## src/rtl/core/gnp_pkg.sv

```systemverilog
// Package for the gnomonic projection block: widths, constants, codes and the lane type.
// Used by the term cells, the divide cells and the top level; depends on nothing.
package gnp_pkg;

  localparam int FRAC_BITS     = 16;
  localparam int TRIG_ITER_DEF = 20;

  localparam int FULL_DEG    = 360 << FRAC_BITS;
  localparam int QUARTER_DEG = 90 << FRAC_BITS;
  localparam int EIGHTH_DEG  = 45 << FRAC_BITS;

  localparam logic [26:0] RAD_PER_DEG = 27'd74961321;
  localparam logic [30:0] DEF_RADIUS  =
    31'((64'd246083499208 + (64'd1 << (31 - FRAC_BITS))) >> (32 - FRAC_BITS));
  localparam logic [30:0] ONE_Q30 = 31'h4000_0000;

  localparam int TERM_W = 31;
  localparam int DEN_W  = 31;
  localparam int QUO_W  = 62;

  localparam logic [1:0] ST_VALID     = 2'd0;
  localparam logic [1:0] ST_ZERO_SINE = 2'd1;
  localparam logic [1:0] ST_BEHIND    = 2'd2;

  localparam logic [1:0] CFG_RADIUS   = 2'd0;
  localparam logic [1:0] CFG_OFFSET_X = 2'd1;
  localparam logic [1:0] CFG_OFFSET_Y = 2'd2;
  localparam logic [1:0] CFG_STRICT   = 2'd3;

  typedef struct packed {
    logic [29:0]        x2;
    logic [30:0]        st;
    logic [30:0]        ct;
    logic signed [31:0] ss;
    logic signed [31:0] cs;
  } trig_lane_t;

endpackage

```

## src/rtl/core/gnp_div_cell.sv

```systemverilog
// One restoring step of the radius divider: one quotient bit per cell.
// Depends on gnp_pkg.
module gnp_div_cell (
  input  logic                         clk,
  input  logic                         en,
  input  logic [gnp_pkg::DEN_W-1:0]    den_i,
  input  logic [gnp_pkg::DEN_W-1:0]    rem_i,
  input  logic [gnp_pkg::QUO_W-1:0]    quo_i,
  output logic [gnp_pkg::DEN_W-1:0]    den_o,
  output logic [gnp_pkg::DEN_W-1:0]    rem_o,
  output logic [gnp_pkg::QUO_W-1:0]    quo_o
);
  import gnp_pkg::*;

  logic [DEN_W-1:0] den_r, rem_r;
  logic [QUO_W-1:0] quo_r;
  logic [DEN_W:0]   rem_sh;
  logic             ge;
  logic [DEN_W-1:0] rem_nxt;

  always_comb begin
    rem_sh  = {rem_i, quo_i[QUO_W-1]};
    ge      = rem_sh >= {1'b0, den_i};
    rem_nxt = ge ? DEN_W'(rem_sh - {1'b0, den_i}) : rem_sh[DEN_W-1:0];
  end

  always_ff @(posedge clk) begin
    if (en) begin
      den_r <= den_i;
      rem_r <= rem_nxt;
      quo_r <= {quo_i[QUO_W-2:0], ge};
    end
  end

  assign den_o = den_r;
  assign rem_o = rem_r;
  assign quo_o = quo_r;

endmodule

```

## config.mk

```make
export PLATFORM = sky130hd
export DESIGN_NAME = gnp_div_cell
export DESIGN_NICKNAME = d
export VERILOG_FILES = /design/src/rtl/core/gnp_pkg.sv /design/src/rtl/core/gnp_div_cell.sv
export SDC_FILE = /design/constraint.sdc
export NUM_CORES = 1
export LEC_CHECK = 0
export ABC_CLOCK_PERIOD_IN_PS = 5400
export BUFFER_PORTS_ARGS = -buffer_cell sky130_fd_sc_hd__buf_2
export CORE_ASPECT_RATIO = 1.2
export CORE_MARGIN = 5
export CORE_UTILIZATION = 45
export CTS_CLUSTER_SIZE = 14
export DETAILED_ROUTE_END_ITERATION = 8
export PLACE_DENSITY = 0.83
export SYNTH_ARGS = -nofsm -noshare
export SYNTH_HDL_FRONTEND = slang
export SYNTH_SLANG_ARGS = --single-unit
```

## constraint.sdc

```tcl
create_clock -name clk -period 5.4 [get_ports clk]
set_input_delay 0.27 -clock clk [delete_from_list [all_inputs] [get_ports clk]]
set_output_delay 0.27 -clock clk [all_outputs]
set_load 0.01 [all_outputs]
```

After elaboration in Yosys (flattened, before gate mapping)
Index checks and enable logic that the tools add are counted.
Cells by class
  $mul: 0
  multiplexer cells: 1
  reduce and logical (&&, ||, !) cells: 0
  $add $sub $neg: 1
  eq/ne operators: 0
  bitwise logic cells: 0
  magnitude comparators: 1
  shift-type cells: 0
  divide/modulo/power cells: 0
Operators with widths (count)
  greater-or-equal comparator 32 x 31 -> 1 bit: 1
  2-to-1 mux 31 bit: 1
  subtractor 31 bit: 1
Storage, ports and cells
  bits of input ports: 126
  bits in registers: 124
  bits in writable memories: 0
  bits in latches: 0
  memories kept: 0
  output and inout bits: 124
  memory bits (read-only): 0
  logic and storage cells: 6

Depth between registers and ports, before layout
Gate-level depths: netlist (run 1).
  word-level depth: 2
  gate-level depth with buffers: 13
  depth with buffers taken out: 12

Least setup slack after synthesis (run 1)
Ideal clock, no wire load.
  path type: in2reg
  start: input port den_i[25] in the netlist's numbering
  end: register rem_r[18], in the netlist rem_o[18], data pin
  path buffers: 0
  stages on the path: 10
  required time: 5.140 ns
  path slack: 2.785 ns
  setup time: 0.260 ns
  arrival time: 2.355 ns
  cell sequence: inv_1 ha_1 a21o_1 a21o_1 a2111oi_1 nor3_1 a211o_1 nor2_4 inv_4 mux2_4
Between the ends
  word-level cells in the longest chain between the ends: 2
Ends and longest elaborated chain
  start: declaration: RTL line gnp_div_cell.sv:6  | input logic [gnp_pkg::DEN_W-1:0] den_i,
  greater-or-equal comparator 32 x 31 -> 1 bit: RTL line gnp_div_cell.sv:23  | ge = rem_sh >= {1'b0, den_i};
  2-to-1 mux 31 bit: RTL line gnp_div_cell.sv:24  | rem_nxt = ge ? DEN_W'(rem_sh - {1'b0, den_i}) : rem_sh[DEN_W-1:0];
  named net rem_nxt[18]: RTL line gnp_div_cell.sv:19  | logic [DEN_W-1:0] rem_nxt;
  end signal: assignment: RTL line gnp_div_cell.sv:30  | rem_r <= rem_nxt;
  end: declaration: RTL line gnp_div_cell.sv:15  | logic [DEN_W-1:0] den_r, rem_r;
The timed path passes the listed nets, and every way through them passes these cells.
A chain may end at the register's enable or synchronous reset.

Worst setup path after layout (run 1)
  start: input port den_i[2] in the netlist's numbering
  end: register rem_r[18], in the netlist rem_o[18], data pin
Between the ends
  word-level cells in the longest chain between the ends: 2
  elaborated cells between the ends (all ways): 3
  classes of those cells: 1 x add/sub; 1 x order compare; 1 x mux
Ends and longest elaborated chain (RTL line)
  subtractor 31 bit / greater-or-equal comparator 32 x 31 -> 1 bit (equally long branches): gnp_div_cell.sv:24, gnp_div_cell.sv:23
  2-to-1 mux 31 bit (*): gnp_div_cell.sv:24
  named net rem_nxt[18]: gnp_div_cell.sv:19
Mark *: on every way through the listed nets, which the timed path passes. The rest lies on a longest branch.

==> key figures, run 1 <==
Outcome
  – Status: finished clean

Clock network
  – Worst-case clock buffer depth: 2
  – Clk root buf: clkbuf_16
  – H-tree depth: 4
  – Reg clk slew, reported paths: ~60 ps
  – Post-CTS Setup Bufs: 0
  – Num CTS Buffers: 17
  – CTS tree: built
  – Hold_buf cts: 0
  – Sink Count: 124
  – Post_cts resized: 0

Worst setup path
  – Worst setup EP type: flop
  – Worst Path Arrival: between 3000 and 4000 ps
  – CP max FO: 46
  – CP required: 5550 ps
  – Setup crit start kind: primary input
  – Critical path type: in -> reg

Place
  – Dpl ws: 2010 ps
  – Final GP Congestion: 0.878
  – HPWL after DPL: 12,500 microns
  – Port Buffer Count: 249

Floorplan
  – DIE HEIGHT: approximately 140 microns
  – Core area: 0.0127 sq mm
  – Die Area: 0.0154 sq mm
  – Die width: around 110 microns
  – I/O pin total: 250
  – Site row count: 45
  – Initial core utilization: 46.1%

Drt
  – Post-route DRC: 0
  – Drt initial violations: 378
  – WL/cell: ~18 microns
  – Via count: 4,630
  – Final wirelength: roughly 16,000 microns
  – Pre-antenna DRT Iters: 5
  – DRT antenna net count: 0
  – Via density: 5.12

Finish
  – Fill cells: 1,053
  – Final net count: 886
  – Area Overhead vs Synth: 33.7%
  – Fraction of layout cells with a size suffix above 1: 38.7%
  – Antenna fix cells: 0
  – Final Util: 61.7%

Synth
  – Synth Flop Type: edfxtp_1
  – Synth top area share: a little under two thirds
  – EDFF count, synth: ~120
  – Yosys warnings: 0
  – Syn Area/Cell: about 12 sq um
  – Sequential cell area fraction in the yosys report: 63.5%
  – Syn Inst Count: 471
  – Async S/R FF share, synth: 0%
  – Yosys cell types: 47
  – Yosys reg bits: 124
  – Top cells by area, synth: edfxtp_1, ha_1, a21oi_1
  – Synthesized area: ~0.0059 sq mm
  – Post-synth net total: 629
  – Cell taking the most area after synthesis: edfxtp_1

Power and ir drop
  – Maximum VDD drop: 0.181 mV
  – Cell Pwr Density: 359 mW/mm^2
  – Leakage power: roughly 3.5 nW
  – Design Power: between 2 and 3 mW

STA
  – Tightest Pin Transition: 785 ps
  – Min Hold Slack: 34.7 ps
  – Sum Neg Setup Slack: 0 ps
  – # setup viols final: 0
  – RSZ-0062 raised after global routing: no
  – Min cycle time layout: 3010 ps
  – Peak Freq: approximately 0.33 GHz
  – Final Hold Viols: 0
  – Final worst path period share: 55.8%
  – Slew margin rel.: 47.7%
  – Final worst setup slack: 2390 ps
  – Pins Over Slew Limit: 0

Global routing
  – First-pass GRT wire length: about 24,000 microns
  – Initial antenna violation count: 0
  – Total grt overflow: 0
  – GRT Total Usage: 20.7%
  – Number of global-route vias before repair: 4,616
  – Largest net degree at the start of global routing: between 60 and 70

Hold path
  – Hold EP: quo_o[22]
  – Min-delay src: quo_i[21]
  – Hold depth: 1
  – Hold crit path type: in -> reg

Job
  – Max-Cap Viols: 0
-- power by group --
part / internal [mW] / switching, mW
registers: 1.17 / 0.0222
logic: 0.199 / 0.289
clock network: 0.691 / 0.443
-- worst max-delay path, stage by stage --
cell	delay [ps]
buf_2	90
inv_1	40
ha_1	340
nor2b_1	160
o31ai_1	290
a21oi_1	160
o21ai_0	460
a211oi_1	210
nor2_4	440
inv_4	290
mux2_4	370
-- cells by family after synthesis --
| group | synth area share, % |
|---|---|
| DFF | 63.5 |
| AOI/OAI and AO/OA | 12.7 |
| and+or+nand+nor | 9.19 |
| buffers and inverters | 3.99 |
| adders and majority gates | 6.95 |
| xor gates and xnor gates | 3.43 |
| muxes | 0.256 |
-- metrics by stage --
step           instance area (sq um)  cells
2_1_floorplan                   5870    471
3_3_place_gp                    7250    873
3_5_place_dp                    7250    873
4_1_cts                         7850    905
5_1_grt                         7850    905
6_report                        7850    905
-- synthesized netlist by cell type, types with 5 or more instances --
cell / instances
and2_1: 5
a21o_1: 5
edfxtp_1: 124
o21bai_1: 5
a211oi_1: 7
inv_1: 41
nand3_1: 5
xor2_1: 12
o21ai_0: 27
buf_2: 5
nor2_1: 41
ha_1: 31
nand2_1: 35
nand4_1: 5
xnor2_1: 11
a21oi_1: 49
-- area by class of cell --
cell class              instances  area, sq um  share of cell area [%]
clock buffers                  18          429                    5.47
clock inverters                14          163                    2.07
inverters                      42          160                    2.04
multi-input cells             293         1910                    24.3
flip-flops and latches        124         3720                    47.5
well taps                     164          205                    2.62
repair buffers                250         1260                    16.0
-- per-layer routing --
metal / share of wire, % / track usage (%) / routed length, microns / vias to the layer above
li1: - / - / - / 2259
met1: 37 / 23.4 / 6060 / 2146
met2: 52 / 36.9 / 8440 / 208
met3: 9.6 / 7.35 / 1560 / 17
met4: 1.3 / 5.41 / 213 / 0
met5: 0 / 0 / 0 / -
-- sequential cells by signal, summed over array words and instances, names as in the netlist --
name and cells:
quo_o 62, den_o 31, rem_o 31
-- how the worst max path moves through the flow --
stage                   start         to  cells past startpoint
finish               den_i[2]  rem_o[18]                     11
global route        quo_i[61]  rem_o[18]                     12
CTS                  den_i[2]  rem_o[18]                     11
detailed placement   den_i[2]  rem_o[18]                     11
global placement     den_i[2]  rem_o[18]                     11
floorplan           den_i[25]  rem_o[18]                     10
-- cells in the final DEF (no fill, tap or decap), drive strengths merged, types with 11 or more instances in the layout --
| cell | count |
|---|---|
| buf | 250 |
| edfxtp | 124 |
| a21oi | 49 |
| inv | 47 |
| nor2 | 42 |
| nand2 | 35 |
| ha | 31 |
| o21ai | 27 |
| clkbuf | 18 |
| xor2 | 12 |
| xnor2 | 11 |
Power figures use the tool's default switching activity.
==> run 2: changes to the inputs <==
--- a/config.mk
+++ b/config.mk
@@ -5,7 +5,7 @@
 export SDC_FILE = /design/constraint.sdc
 export NUM_CORES = 1
 export LEC_CHECK = 0
-export ABC_CLOCK_PERIOD_IN_PS = 5400
+export ABC_CLOCK_PERIOD_IN_PS = 2800
 export BUFFER_PORTS_ARGS = -buffer_cell sky130_fd_sc_hd__buf_2
 export CORE_ASPECT_RATIO = 1.2
 export CORE_MARGIN = 5
==> constraint.sdc (replaced) <==
create_clock -name clk -period 2.8 [get_ports clk]
set_input_delay 0.14 -clock clk [delete_from_list [all_inputs] [get_ports clk]]
set_output_delay 0.14 -clock clk [all_outputs]
set_load 0.01 [all_outputs]
==> run 2 against run 1 <==
Final area up 15%; via count up 15%; core utilization up 9.5 points; worst hold slack better by 2.6 ps; sequential share of layout area down 6.3 points; combinational power up 130%; critical path type unchanged; critical endpoint is now rem_o[25].
==> key figures, run 2 (synthesized netlist as in run 1, its figures left out) <==
STA
  – Peak Freq: 0.373 GHz
  – Final Hold Viols: 0
  – Tightest Pin Transition: 677 ps
  – Final worst path period share: 95.7%
  – # setup viols final: 0
  – RSZ-0062 raised after global routing: yes
  – Sum Neg Setup Slack: 0 ps
  – Min cycle time layout: roughly 2700 ps
  – Slew margin rel.: 54.8%
  – Pins Over Slew Limit: 0

Clock network
  – Num CTS Buffers: 17
  – Clk root buf: clkbuf_16
  – H-tree depth: 4
  – Reg clk slew, reported paths: 60 ps
  – Sink Count: about 120
  – CTS tree: built
  – Worst-case clock buffer depth: 2

Finish
  – Area Overhead vs Synth: 54.4%
  – Storage cell area: 0.00372 sq mm
  – Fill cells: 879
  – Final net count: 997
  – Fraction of layout cells with a size suffix above 1: 37.4%
  – Area of the multi-input gates: between 0.0015 and 0.002 sq mm
  – Commonest non-fill, non-tap cells in the layout: buf_2, edfxtp_1, dlygate4sd3_1
  – Antenna fix cells: 0
  – Final instance area: 0.00906 sq mm
  – Max reg flops: 62
  – Commonest non-fill, non-tap cell in the layout: buf_2
  – Non-Filler Instances: 1,016

Drt
  – Post-route DRC: 0
  – Via count: 5,306
  – WL/cell: 19.1 microns
  – Final wirelength: 19,400 microns
  – Via density: 5.22
  – Drt initial violations: 492
  – Pre-antenna DRT Iters: 5
  – DRT antenna net count: 0

Place
  – Port Buffer Count: between 200 and 250
  – HPWL after DPL: 13,100 microns
  – Post-Place Cell Area: 0.00741 sq mm
  – Final GP Congestion: 0.881
  – Placed cell count: around 890

Power and ir drop
  – Leakage power: between 4 and 5 nW
  – Clock power share: between 40% and 50%
  – Maximum VDD drop: 0.471 mV
  – Flop pwr share: 39.7%
  – Cell Pwr Density: 646 mW/mm^2
  – Switching share of total power: 26.6%
  – Logic pwr share: roughly a fifth
  – Switch Pwr: 1.56 mW
  – Cell-internal power: 4.29 mW

Floorplan
  – Die Area: 0.0154 sq mm
  – Core area: between 0.01 and 0.015 sq mm
  – DIE HEIGHT: 135 microns
  – I/O pin total: 250
  – Initial core utilization: 46.1%
  – Die width: 114 microns
  – Site row count: 45

Global routing
  – Largest net degree at the start of global routing: 125
  – Total grt overflow: 0
  – First-pass GRT wire length: 28,700 microns
  – GRT Total Usage: about 24%
  – Initial antenna violation count: 1
  – Number of global-route vias before repair: 5,349

Worst setup path
  – Launch point of the critical path: den_i[7]
  – Worst setup EP type: flop
  – CP Capture Point: rem_o[25]
  – Critical path type: in -> reg
  – Worst Path Buf+Inv: 3
  – Setup crit start kind: primary input
  – Crit path max-delay family: compound AO/OA/AOI/OAI gates
  – CP Cell Sequence: dlygate4sd3_1 -> buf_2 -> inv_1 -> ha_1 -> nand4_1 -> a211oi_2 -> nor2_1 -> o311a_1 -> nor3b_2 -> o21ai_0 -> a31o_2
  – Critical path depth: 11
  – CP max FO: 6
  – Worst Path Arrival: 2840 ps
  – CP max-delay cell: dlygate4sd3_1
  – CP required: 2960 ps
  – CP max stage delay: 520 ps

Hold path
  – Hold crit path type: in -> reg

Outcome
  – Status: finished clean

Job
  – Max-Cap Viols: 0
[run 2: repair_timing]
action	in CTS	in global routing
endpoints found under the setup margin	0	26
hold buffers	92	0
endpoints found under the hold margin	92	0
gates resized for setup	0	17
buffers inserted	0	1
[run 2: layout make-up]
type | count | area share (%)
clock buffers | 18 | 4.74
clock inverters | 14 | 2.32
inverters | 42 | 1.77
multi-input cells | 293 | 21.9
flip-flops and latches | 124 | 41.1
well taps | 164 | 2.27
repair buffers | 361 | 25.9
[run 2: worst min-delay path: cells and delay by family]
| family | cells | cell delay [ps] |
|---|---|---|
| AOI/OAI and AO/OA | 1 | 50 |
| buffers and inverters | 1 | 100 |
| and+or+nand+nor | 1 | 50 |
[run 2: power by group through the flow]
stage                     Combinational, mW  Sequential, mW  Clock [mW]
after floorplan                       0.417            2.45           0
after global placement                0.963            2.34           0
after detailed placement              0.986            2.35           0
after CTS                              1.10            2.32        2.42
after global routing                   1.22            2.34        2.53
final                                  1.13            2.32        2.39
[run 2: stage by stage]
step / util (%) / hold WS, ps / setup slack, ps / power (mW)
2_1_floorplan: - / 239 / 315 / 2.87
3_3_place_gp: 58.3 / 316 / 60.6 / 3.30
3_5_place_dp: 58.3 / 318 / -11.4 / 3.34
4_1_cts: 70.5 / 23.5 / 31.9 / 5.83
5_1_grt: 71.2 / 23.9 / -9.01 / 6.08
6_report: 71.2 / 37.4 / 120 / 5.85
[run 2: routing by layer]
metal	GRT usage [%]	vias to the layer above	part of all wire [%]
met5	0	-	0.10
met3	6.81	39	7.4
li1	-	2486	-
met1	27.2	2539	37
met4	6.93	2	2.2
met2	44.6	240	53
[run 2: worst min path at each step]
stage	startpoint	end	slack [ps]	depth (start not counted)
floorplan	den_i[0]	den_o[0]	240	0
global placement	quo_i[24]	quo_o[25]	320	1
detailed placement	quo_i[21]	quo_o[22]	320	1
CTS	rem_i[7]	rem_o[8]	20	3
global route	rem_i[4]	rem_o[5]	20	3
finish	rem_i[28]	rem_o[29]	40	3
==> run 3: changes to the inputs <==
--- a/config.mk
+++ b/config.mk
@@ -5,6 +5,7 @@
 export SDC_FILE = /design/constraint.sdc
 export NUM_CORES = 1
 export LEC_CHECK = 0
+export ABC_AREA = 1
 export ABC_CLOCK_PERIOD_IN_PS = 2800
 export BUFFER_PORTS_ARGS = -buffer_cell sky130_fd_sc_hd__buf_2
 export CORE_ASPECT_RATIO = 1.2
@@ -12,7 +13,8 @@
 export CORE_UTILIZATION = 45
 export CTS_CLUSTER_SIZE = 14
 export DETAILED_ROUTE_END_ITERATION = 8
-export PLACE_DENSITY = 0.83
+export PLACE_DENSITY = 0.75
+export SETUP_SLACK_MARGIN = 0.05
 export SYNTH_ARGS = -nofsm -noshare
 export SYNTH_HDL_FRONTEND = slang
 export SYNTH_SLANG_ARGS = --single-unit
==> run 3 against run 2 <==
Critical endpoint is now rem_o[8]; largest cell class unchanged; critical path type unchanged; maximum frequency up 6.2%; largest power group is now sequential cells; critical path depth up 5; final area up 6.4%.
==> key figures, run 3 <==
Floorplan
  – Die Area: 0.0173 sq mm
  – Site row count: between 40 and 50
  – I/O pin total: 250
  – Initial core utilization: 46.0%
  – DIE HEIGHT: 143 microns
  – Die width: 121 microns
  – Core area: 0.0144 sq mm

Worst setup path
  – CP Cell Sequence: dlygate4sd3_1 -> buf_2 -> ha_1 -> fa_1 -> inv_1 -> nand2_1 -> nand2_1 -> nand3_1 -> nand2_2 -> nand2_1 -> nand3_1 -> nand2_1 -> nand2_4 -> buf_4 -> nand2_1 -> nand2_1
  – Top cell by count, worst path: nand2_1
  – CP max stage delay: 530 ps
  – Worst setup EP type: flop
  – CP max-delay cell: dlygate4sd3_1
  – Critical path depth: 16
  – Worst Path Arrival: ~2800 ps
  – CP max FO: 23
  – Setup crit start kind: primary input
  – Critical path type: in -> reg
  – CP required: 3080 ps
  – Worst Path Buf+Inv: 4
  – Crit path max-delay family: buffers and inverters

Clock network
  – Num CTS Buffers: 17
  – Reg clk slew, reported paths: 60 ps
  – Sink Count: between 100 and 150
  – Worst-case clock buffer depth: 2
  – Clk root buf: clkbuf_16
  – H-tree depth: 4
  – CTS tree: built

Power and ir drop
  – Design Power: 5.71 mW
  – Maximum VDD drop: between 0.3 and 0.4 mV
  – Cell Pwr Density: between 500 and 600 mW/mm^2
  – Leakage power: 4.98 nW

Synth
  – Count leader, synth: nand2_1
  – Sequential cell area fraction in the yosys report: ~56%
  – EDFF count, synth: 124
  – Yosys warnings: 0
  – Yosys reg bits: 124
  – Cell taking the most area after synthesis: edfxtp_1
  – Top post-synthesis cells by count: nand2_1, inv_1, edfxtp_1, nand3_1, nor2_1
  – Post-synth net total: 911
  – Syn Inst Count: around 750
  – Top cells by area, synth: edfxtp_1, nand2_1, inv_1
  – Yosys cell types: 27
  – Syn Area/Cell: just under 9 sq um
  – Synth top area share: 56.1%
  – Async S/R FF share, synth: 0%
  – Synth Flop Type: edfxtp_1
  – Synthesized area: approximately 0.0066 sq mm

Finish
  – Final instance area: approximately 0.0096 sq mm
  – Non-Filler Instances: between 1k and 1.5k
  – Area Overhead vs Synth: 45.2%
  – Max reg flops: 62
  – Final net count: 1,270
  – Area of the multi-input gates: 0.00229 sq mm
  – Fill cells: 1,154
  – Fraction of layout cells with a size suffix above 1: 26.3%
  – Commonest non-fill, non-tap cell in the layout: nand2_1
  – Storage cell area: 0.00372 sq mm
  – Commonest non-fill, non-tap cells in the layout: nand2_1, buf_2, inv_1
  – Final Util: 66.8%

Outcome
  – Status: finished clean

Global routing
  – Number of global-route vias before repair: approximately 6.2k
  – Largest net degree at the start of global routing: 55
  – First-pass GRT wire length: ~32,000 microns
  – Total grt overflow: 0
  – Initial antenna violation count: 1
  – GRT Total Usage: 24.2%

STA
  – Final worst setup slack: 276 ps
  – RSZ-0062 raised after global routing: no
  – Min Hold Slack: roughly 16 ps
  – Final Hold Viols: 0
  – Pins Over Slew Limit: 0
  – Slew margin rel.: around three fifths
  – Tightest Pin Transition: 577 ps
  – Peak Freq: ~0.4 GHz
  – Min cycle time layout: 2520 ps
  – # setup viols final: 0
  – Final worst path period share: 90.1%
  – Sum Neg Setup Slack: 0 ps

Drt
  – Pre-antenna DRT Iters: 5
  – Post-route DRC: 0
  – Drt initial violations: 430
  – Final wirelength: approximately 21,000 microns
  – Via density: between 4 and 5
  – Via count: 6,208
  – DRT antenna net count: 0
  – WL/cell: 16.2 microns

Place
  – Final GP Congestion: around 0.95
  – HPWL after DPL: 14,800 microns
  – Port Buffer Count: 249
  – Post-Place Cell Area: just over 0.008 sq mm
  – Placed cell count: 1,174
  – Dpl ws: ~360 ps

Hold path
  – Hold crit path type: in -> reg
  – Hold depth: 3

Job
  – Max-Cap Viols: 0
## run 3: cell families (layout without fill, tap and decap cells)
| group | Yosys count | after routing | share of synthesized area (%) |
|---|---|---|---|
| XOR/XNOR | 14 | 14 | 1.85 |
| AO/OA/AOI/OAI | 23 | 23 | 1.90 |
| AND/OR/NAND/NOR | 399 | 399 | 24.6 |
| buffers and inverters | 161 | 532 | 9.41 |
| adder cells (fa/ha/maj) | 32 | 32 | 6.15 |
| flip-flops | 124 | 124 | 56.1 |
| other | 0 | 1 | 0 |
## run 3: layer usage
layer	routed length (microns)	global-route usage, %
met1	8130	27.2
met2	11000	44.4
met3	1380	5.59
met4	527	9.19
met5	20	0
## run 3: tightest hold or removal path, delay by kind of cell
family | cells | cell delay [ps]
AND/OR/NAND/NOR | 2 | 100
buffers and inverters | 1 | 90
## run 3: cell type report
class,count,share of cell area [%]
multi-input combinational,468,23.7
tap,175,2.27
inverter,155,6.06
timing repair buffer,346,23.1
clock buffer,17,4.42
clock inverter,14,1.75
antenna,1,0.0260
sequential,124,38.6
## run 3: worst paths after layout
kind                  slack (ps)  startpoint   endpoint
worst max-delay path         280    den_i[0]   rem_o[8]
worst min-delay path          20   rem_i[22]  rem_o[23]
## run 3: repair_timing
action,4_1_cts,5_1_grt
resized for setup,0,2
setup endpoints to repair,0,17
buffers inserted,0,0
hold buffers,94,0
endpoints found under the hold margin,94,0
## run 3: power by group
| group | internal (mW) | leakage, nW | switching (mW) |
|---|---|---|---|
| clock network | 1.39 | 0.278 | 0.838 |
| registers | 2.26 | 1.21 | 0.0465 |
| logic | 0.474 | 3.49 | 0.691 |
| total | 4.13 | 4.98 | 1.58 |
